--- src/sv/arsl_pkg.sv ---
`timescale 1ns / 1ps

package arsl_pkg;

    localparam int CNT_W  = 9;
    localparam int ADDR_W = 16;

    localparam logic FUNC_WRITE  = 1'b0;
    localparam logic FUNC_LOOKUP = 1'b1;

    typedef struct packed {
        logic              func;
        logic [7:0]        entry_slot;
        logic [ADDR_W-1:0] entry_start;
        logic [ADDR_W-1:0] entry_end;
        logic              entry_is_label;
        logic [ADDR_W-1:0] lookup_address;
        logic [CNT_W-1:0]  start_index;
    } req_t;

    typedef struct packed {
        logic             found;
        logic [7:0]       match_index;
        logic [CNT_W-1:0] next_hint;
    } rsp_t;

    typedef struct packed {
        logic [ADDR_W-1:0] start_addr;
        logic [ADDR_W-1:0] end_addr;
        logic              is_label;
    } entry_t;

endpackage

--- src/sv/arsl_scan.sv ---
`timescale 1ns / 1ps

module arsl_scan #(
    parameter int TABLE_DEPTH = 256,
    parameter int AW          = 8
) (
    input  logic                          clk,
    input  logic                          rst_n,
    input  logic                          req_valid,
    output logic                          req_stall,
    input  arsl_pkg::req_t                req,
    output logic                          rsp_valid,
    input  logic                          rsp_stall,
    output arsl_pkg::rsp_t                rsp,
    input  logic [arsl_pkg::CNT_W-1:0]    limit,
    output logic                          wr_en,
    output logic [AW-1:0]                 wr_addr,
    output arsl_pkg::entry_t              wr_data,
    output logic [AW-1:0]                 rd_addr,
    input  arsl_pkg::entry_t              rd_data
);
    import arsl_pkg::*;

    localparam logic [1:0] S_IDLE = 2'd0;
    localparam logic [1:0] S_SCAN = 2'd1;
    localparam logic [1:0] S_OUT  = 2'd2;

    logic [1:0]        state_reg, state_next;
    logic [CNT_W-1:0]  idx_reg, idx_next;
    logic [CNT_W-1:0]  from_reg, from_next;
    logic [ADDR_W-1:0] addr_reg, addr_next;
    logic              pass_reg, pass_next;
    rsp_t              res_reg, res_next;
    rsp_t              rsp_reg;
    logic              rsp_valid_reg;

    logic              accept;
    logic              skip;
    logic              hit;
    logic              beyond;
    logic [CNT_W-1:0]  nxt;
    logic              last;
    logic              out_load;

    assign req_stall = (state_reg != S_IDLE);
    assign accept    = req_valid && !req_stall;
    assign out_load  = (state_reg == S_OUT) && (!rsp_valid_reg || !rsp_stall);

    assign skip   = !pass_reg && rd_data.is_label;
    assign hit    = !skip && (rd_data.start_addr <= addr_reg) && (addr_reg <= rd_data.end_addr);
    assign beyond = !skip && (rd_data.start_addr > addr_reg);
    assign nxt    = idx_reg + CNT_W'(1);
    assign last   = (nxt >= limit);

    assign wr_en   = accept && (req.func == FUNC_WRITE) && (32'(req.entry_slot) < TABLE_DEPTH);
    assign wr_addr = AW'(req.entry_slot);
    assign wr_data = '{start_addr: req.entry_start,
                       end_addr:   req.entry_end,
                       is_label:   req.entry_is_label};

    always_comb
    begin
        state_next = state_reg;
        idx_next   = idx_reg;
        from_next  = from_reg;
        addr_next  = addr_reg;
        pass_next  = pass_reg;
        res_next   = res_reg;
        rd_addr    = AW'(idx_reg);
        unique case (state_reg)
            S_IDLE:
            begin
                rd_addr = AW'(req.start_index);
                if (accept && (req.func == FUNC_LOOKUP))
                begin
                    from_next = req.start_index;
                    idx_next  = req.start_index;
                    addr_next = req.lookup_address;
                    pass_next = 1'b0;
                    if (req.start_index >= limit)
                    begin
                        res_next   = '{found: 1'b0, match_index: 8'd0,
                                       next_hint: req.start_index};
                        state_next = S_OUT;
                    end
                    else
                    begin
                        state_next = S_SCAN;
                    end
                end
            end
            S_SCAN:
            begin
                priority if (hit)
                begin
                    res_next   = '{found: 1'b1, match_index: 8'(idx_reg),
                                   next_hint: idx_reg};
                    state_next = S_OUT;
                end
                else if (beyond || last)
                begin
                    if (!pass_reg)
                    begin
                        // retry with labels included
                        pass_next = 1'b1;
                        idx_next  = from_reg;
                        rd_addr   = AW'(from_reg);
                    end
                    else
                    begin
                        res_next   = '{found: 1'b0, match_index: 8'd0,
                                       next_hint: beyond ? idx_reg : nxt};
                        state_next = S_OUT;
                    end
                end
                else
                begin
                    idx_next = nxt;
                    rd_addr  = AW'(nxt);
                end
            end
            S_OUT:
            begin
                if (out_load)
                begin
                    state_next = S_IDLE;
                end
            end
            default:
            begin
                state_next = S_IDLE;
            end
        endcase
    end

    always_ff @(posedge clk or negedge rst_n)
    begin
        if (!rst_n)
        begin
            state_reg     <= S_IDLE;
            rsp_valid_reg <= 1'b0;
        end
        else
        begin
            state_reg <= state_next;
            if (out_load)
            begin
                rsp_valid_reg <= 1'b1;
            end
            else if (!rsp_stall)
            begin
                rsp_valid_reg <= 1'b0;
            end
        end
    end

    always_ff @(posedge clk)
    begin
        idx_reg  <= idx_next;
        from_reg <= from_next;
        addr_reg <= addr_next;
        pass_reg <= pass_next;
        res_reg  <= res_next;
        if (out_load)
        begin
            rsp_reg <= res_reg;
        end
    end

    assign rsp_valid = rsp_valid_reg;
    assign rsp       = rsp_reg;

endmodule

--- config.mk ---
export PLATFORM = sky130hd
export DESIGN_NAME = arsl_scan
export DESIGN_NICKNAME = d
export VERILOG_FILES = /design/src/sv/arsl_pkg.sv /design/src/sv/arsl_scan.sv
export SDC_FILE = /design/constraint.sdc
export NUM_CORES = 1
export LEC_CHECK = 0
export BUFFER_PORTS_ARGS = -buffer_cell sky130_fd_sc_hd__buf_2
export CAP_MARGIN = 25
export CORE_UTILIZATION = 31
export CTS_CLUSTER_DIAMETER = 60
export DETAILED_ROUTE_END_ITERATION = 10
export PLACE_DENSITY = 0.54
export SYNTH_ARGS = -nofsm -noshare
export SYNTH_HDL_FRONTEND = slang
export SYNTH_SLANG_ARGS = --single-unit
--- constraint.sdc ---
create_clock -name clk -period 8.8 [get_ports clk]
set_clock_uncertainty 0.05 [all_clocks]
set_input_delay 0.88 -clock clk [delete_from_list [all_inputs] [get_ports clk]]
set_output_delay 0.88 -clock clk [all_outputs]
set_load 0.05 [all_outputs]
==> metrics, run 1 <==
root buf cell clkbuf_16; HPWL Detailed 9830 um; Worst setup SP type register; prevailing post-synth register cell edfxtp_1; relative slew slack 0.386; final hold violations 0; die extent in y between 100 and 150 um; first-pass GRT wire length 19,400 um; DR WL/cell 16.9 um; FF+latch count, synth 74; Worst EP required approximately 7.9 ns; die width approximately 130 um; detailed-route wire length 12,600 um; n_diodes 0; remaining antenna violation count after routing 0; Synth cell types 60; Worst IR Drop VDD ~130 uV; total track usage 0.158; Avg Cell Area, Syn approximately 10 um^2; # setup viols final 0; Clk pin slew, worst setup/hold paths 0.06 ns; Core Util, Final 0.369; Syn Nets between 600 and 700; worst skew pair latency ~0.34 ns; min cycle time layout 5.25 ns; period utilization 0.597; Clock Tree Buf Depth 2; share of cells above drive strength 1 0.263; DRT Pass-1 Iters 5; warnings from Yosys 0; FMAX 190 MHz; Rows 45; Residual DRC 0; Syn Inst Count between 400 and 500; Max-Cap Viols 0; Final Wtd Congestion between 0.8 and 0.9; cts hold-fix bufs 0; Worst Tran Pin Value 0.918 ns; number of CTS-inserted buffers 9; CTS tree built; RSZ-0062 raised after global routing false; status completed; Pleak 0.00250 uW; most frequent cells in the layout 100 x buf_2, 71 x edfxtp_1, 52 x inv_1, 51 x ha_1, 37 x a21oi_1; number of global-route vias before repair between 3,000 and 4,000; Worst setup EP type primary output; crit path max fanout 9; Die Footprint 0.0163 mm^2; final max-slew violation count 0; GRT overflow 0; Initial Utilization 0.320; num ports 183; largest net degree at the start of global routing 31; Post-synth ARST share 0.0405; Post-Route Setup TNS 0 ns; total core area 0.0153 mm^2; vias 3,692; nets@finish 696; Layout area overhead 15.1%; CTS resizes 0; sequential-to-total area share from yosys stat 0.450; P per Cell Area 303 mW/mm^2; commonest non-fill, non-tap cell in the layout buf_2; H-Tree Depth 3; number of DRC markers in iteration 0 about 280; crit path DAT 4.32 ns; number of flops mapped to enable cells by yosys a little over 70; Hold WC Path Type primary input to async pin; postcts setup bufs 0; # port buffers 100; vias per inst 4.94; critical path type register to primary output; CTS sink cnt 74; cell area after synthesis 0.00491 mm^2; antenna violations before repair 0
## where the power goes
part           switching [uW]  internal [uW]  total [uW]
Combinational             527            231         758
Clock                     157            225         383
Sequential               67.2            502         570
## kinds of logic after synthesis
group / Yosys count / synth area share
buffers and inverters: 111 / 0.118
AO/OA/AOI/OAI: 110 / 0.147
AND/OR/NAND/NOR: 106 / 0.117
flip-flops: 74 / 0.450
adder cells (fa/ha/maj): 51 / 0.130
XOR/XNOR: 14 / 0.0250
multiplexers: 7 / 0.0143
## critical path, stage by stage, from the launching register on
cell and delay [ns]:
edfxtp_1 0.60, ha_1 0.31, nand3_1 0.17, inv_1 0.09
nand3_1 0.20, inv_1 0.11, nand3_1 0.11, xnor2_1 0.18
ha_1 0.22, nor3_1 0.17, o21ai_0 0.14, o22a_1 0.25
a31oi_1 0.40, o32ai_1 0.22, a2111oi_2 0.39, a21oi_1 0.16
buf_2 0.25
## cell usage after synthesis (7+ instances only)
cell | count | area share
a21oi_1 | 37 | 0.038
and3_1 | 10 | 0.013
buf_4 | 42 | 0.064
clkbuf_1 | 12 | 0.0092
edfxtp_1 | 71 | 0.43
ha_1 | 51 | 0.13
inv_1 | 52 | 0.040
mux2i_1 | 7 | 0.014
nand2_1 | 34 | 0.026
nand3_1 | 9 | 0.0092
nor2_1 | 15 | 0.011
nor3_1 | 8 | 0.0082
o21ai_0 | 20 | 0.020
xnor2_1 | 13 | 0.023
## per-layer routing
metal	track usage	part of all wire	up-vias
li1	-	-	1794
met1	0.213	0.45	1695
met2	0.240	0.44	156
met3	0.0296	0.067	47
met4	0.0851	0.038	0
met5	0	0	-
## cell type report
cell class / count / area (um^2)
inverter: 54 / 203
tap: 211 / 264
clock buffer: 9 / 225
timing repair buffer: 105 / 538
fill: 1545 / 9670
clock inverter: 7 / 85.1
sequential: 74 / 2210
multi-input combinational: 288 / 2130
## through the flow
stage | power [uW] | area, um^2 | std cells | hold WS (ns) | setup slack [ns]
floorplan | 1160 | 4910 | 473 | 0.350 | 4.24
global placement | 1320 | 5330 | 731 | 0.355 | 3.93
detailed placement | 1330 | 5330 | 731 | 0.355 | 3.96
CTS | 1720 | 5640 | 747 | 0.270 | 3.56
global route | 1800 | 5650 | 748 | 0.278 | 3.17
finish | 1710 | 5650 | 748 | 0.284 | 3.55
## path summary, 6_finish.rpt
| path | cells after the start | endpoint | start | slack, ns |
|---|---|---|---|---|
| min in group clk | 0 | rsp[15]$_DFFE_PP_ | res_reg[15]$_SDFFCE_PN0P_ | 0.37 |
| setup reg to reg | 13 | res_reg[13]$_SDFFCE_PN0P_ | idx_reg[0]$_DFFE_PP_ | 4.65 |
| setup / recovery | 16 | rd_addr[5] | idx_reg[0]$_DFFE_PP_ | 3.55 |
| hold reg to reg | 0 | rsp[15]$_DFFE_PP_ | res_reg[15]$_SDFFCE_PN0P_ | 0.37 |
| max in group asynchronous | 1 | state_reg[0]$_DFFE_PN0P_ | rst_n | 8.30 |
| hold / removal | 1 | state_reg[1]$_DFFE_PN0P_ | rst_n | 0.28 |
(Power assumes the default switching activity.)
==> inputs of run 2 (changes only) <==
==> constraint.sdc (replaced) <==
create_clock -name clk -period 5.3 [get_ports clk]
set_clock_uncertainty 0.05 [all_clocks]
set_input_delay 0.53 -clock clk [delete_from_list [all_inputs] [get_ports clk]]
set_output_delay 0.53 -clock clk [all_outputs]
set_load 0.05 [all_outputs]
==> run 2 against run 1 <==
  * First-iteration DRC count is 3.2% higher
  * Design area is 0.16% higher
  * Flip-flop and latch count stayed put
  * Global-route usage is 0.46 points lower
  * Routed wire length is 4.4% lower
  * Sequential power is 65% higher
  * Clock-buffer cell count stayed put
  * Die area stayed put
  * Sequential share of layout area is 0.060 points lower
  * Non-clock buffer count is 1 higher
  * Worst hold slack better by 0.039 ns
  * Largest power group unchanged
==> metrics, run 2 (synthesis results as in run 1) <==
total core area 0.0153 mm^2 (unchanged); Residual DRC 0 (unchanged); # port buffers 100 (unchanged); vias 3,693 (+0.027%); num ports 183 (unchanged); detailed-route wire length 12,100 um (-4.4%); number of CTS-inserted buffers 9 (unchanged); share of cells above drive strength 1 0.262 (-0.000488); # setup viols final 0 (unchanged); remaining antenna violation count after routing 0 (unchanged); DRT Pass-1 Iters 5 (unchanged); Worst Tran Pin Value 0.925 ns (+0.00700 ns); Layout area overhead 15.3%; Setup WS pre-CTS 1.01 ns (-2.96 ns); most frequent cells in the layout 100 x buf_2, 71 x edfxtp_1, 52 x inv_1, 51 x ha_1, 37 x a21oi_1; commonest non-fill, non-tap cell in the layout buf_2; largest net degree at the start of global routing 31 (unchanged); worst skew pair latency 0.34 ns (about the same); die extent in y 128 um (unchanged); nets@finish 697 (+0.14%); Worst EP required 4.72 ns (-3.15 ns); overall power 2820 uW (+65%); root buf cell clkbuf_16; FMAX 212 MHz; vias per inst 4.93 (-0.11%); Clk pin slew, worst setup/hold paths 0.07 ns (about the same); final hold violations 0 (unchanged); worst path bufs/invs 3 (unchanged); DR WL/cell 16.1 um (-4.5%); Initial Utilization 0.320 (unchanged); P per Cell Area 498 mW/mm^2 (+65%); Rows 45 (unchanged); Core Util, Final 0.369 (+0.000571); first-pass GRT wire length 18,800 um (-2.9%); Worst setup EP type primary output; Post-Route Setup TNS 0 ns (unchanged); flop-to-flop setup slack 1.27 ns (-3.38 ns); hold depth 1; n_diodes 0 (unchanged); slowest cell on the critical path edfxtp_1; final max-slew violation count 0 (unchanged); CTS tree built; HPWL Detailed 9550 um (-2.8%); crit path max fanout 9 (unchanged); Worst setup SP type register; Worst IR Drop VDD 212 uV (+68%); min cycle time layout 4.71 ns; relative slew slack 0.382 (-0.00468); PnR worst setup slack 0.587 ns (-2.96 ns); CP peak stage delay 0.57 ns (-0.03 ns); critical path type register to primary output; hold_ws 0.323 ns (+0.0393 ns); delay-heaviest family, CP compound AO/OA/AOI/OAI gates; total track usage 0.154 (-0.00456); die width 128 um (unchanged); postcts setup bufs 0 (unchanged); status completed; H-Tree Depth 3 (unchanged); GRT overflow 0 (unchanged); number of global-route vias before repair 3,551 (-0.67%); RSZ-0062 raised after global routing false; Clock Tree Buf Depth 2 (unchanged); cell breakdown of the critical path ha_1 -> nand3_1 -> inv_1 -> nand3_1 -> inv_1 -> nand3_1 -> xnor2_1 -> ha_1 -> nor3_1 -> o21ai_0 -> o22a_1 -> a31oi_1 -> o32ai_1 -> a2111oi_2 -> a21oi_1 -> buf_2; cell depth of the worst setup path 16 (unchanged); worst reg2reg path depth 16 (+3); Final Wtd Congestion 0.864 (-3.2%); CTS sink cnt 74 (unchanged); Pleak 0.00251 uW (+0.26%); Die Footprint 0.0163 mm^2 (unchanged); crit path DAT 4.13 ns (-0.19 ns); Hold WC Path Type primary input to register; number of DRC markers in iteration 0 290 (+3.2%); most used cell along the critical path nand3_1; period utilization 0.889; antenna violations before repair 0 (unchanged); Max-Cap Viols 0 (unchanged)
==> run 2: changes by cell type in the layout (fill, tap and decap cells not counted) <==
cell	change
clkinv_4	+1
clkinvlp_4	-1
dlygate4sd3_1	+1
inv_6	+1
inv_8	-1
==> run 2: worst paths after layout <==
path,end,from
worst max-delay path,rd_addr[5],idx_reg[0]$_DFFE_PP_
worst min-delay path,addr_reg[4]$_DFFE_PP_,req[13]
worst max register to register,idx_reg[1]$_DFFE_PP_,idx_reg[0]$_DFFE_PP_
worst min register to register,rsp[15]$_DFFE_PP_,res_reg[15]$_SDFFCE_PN0P_
max in group asynchronous,state_reg[0]$_DFFE_PN0P_,rst_n
min in group asynchronous,rsp_valid$_DFFE_PN0P_,rst_n
==> run 2: layer usage <==
layer / global-route usage / up-vias / wire [um]
li1: - / 1794 / -
met5: 0 / - / 0
met3: 0.0284 / 39 / 879
met2: 0.232 / 172 / 5280
met1: 0.213 / 1688 / 5600
met4: 0.0678 / 0 / 332
==> run 2: stage by stage <==
step,cells,area [um^2]
2_1_floorplan,473,4910
3_3_place_gp,732,5340
3_5_place_dp,732,5340
4_1_cts,749,5660
5_1_grt,749,5660
6_report,749,5660
==> run 2: report_power, final <==
part           internal [uW]  switching (uW)  leakage, uW
clock                    374             260     0.000149
combinational            383             862      0.00166
sequential               834             109     0.000700
total                   1590            1230      0.00251
==> run 2: timing repair <==
action                                 CTS  global route
gates resized for setup                  0             0
endpoints found under the hold margin    3             0
hold buffers                             1             0
==> run 2: final cells by class <==
class                      count  area [um^2]
fill                        1577         9660
clock buffer                   9          225
sequential                    74         2210
inverter                      54          203
tap                          211          264
clock inverter                 7         83.8
timing repair buffer         106          548
multi-input combinational    288         2130
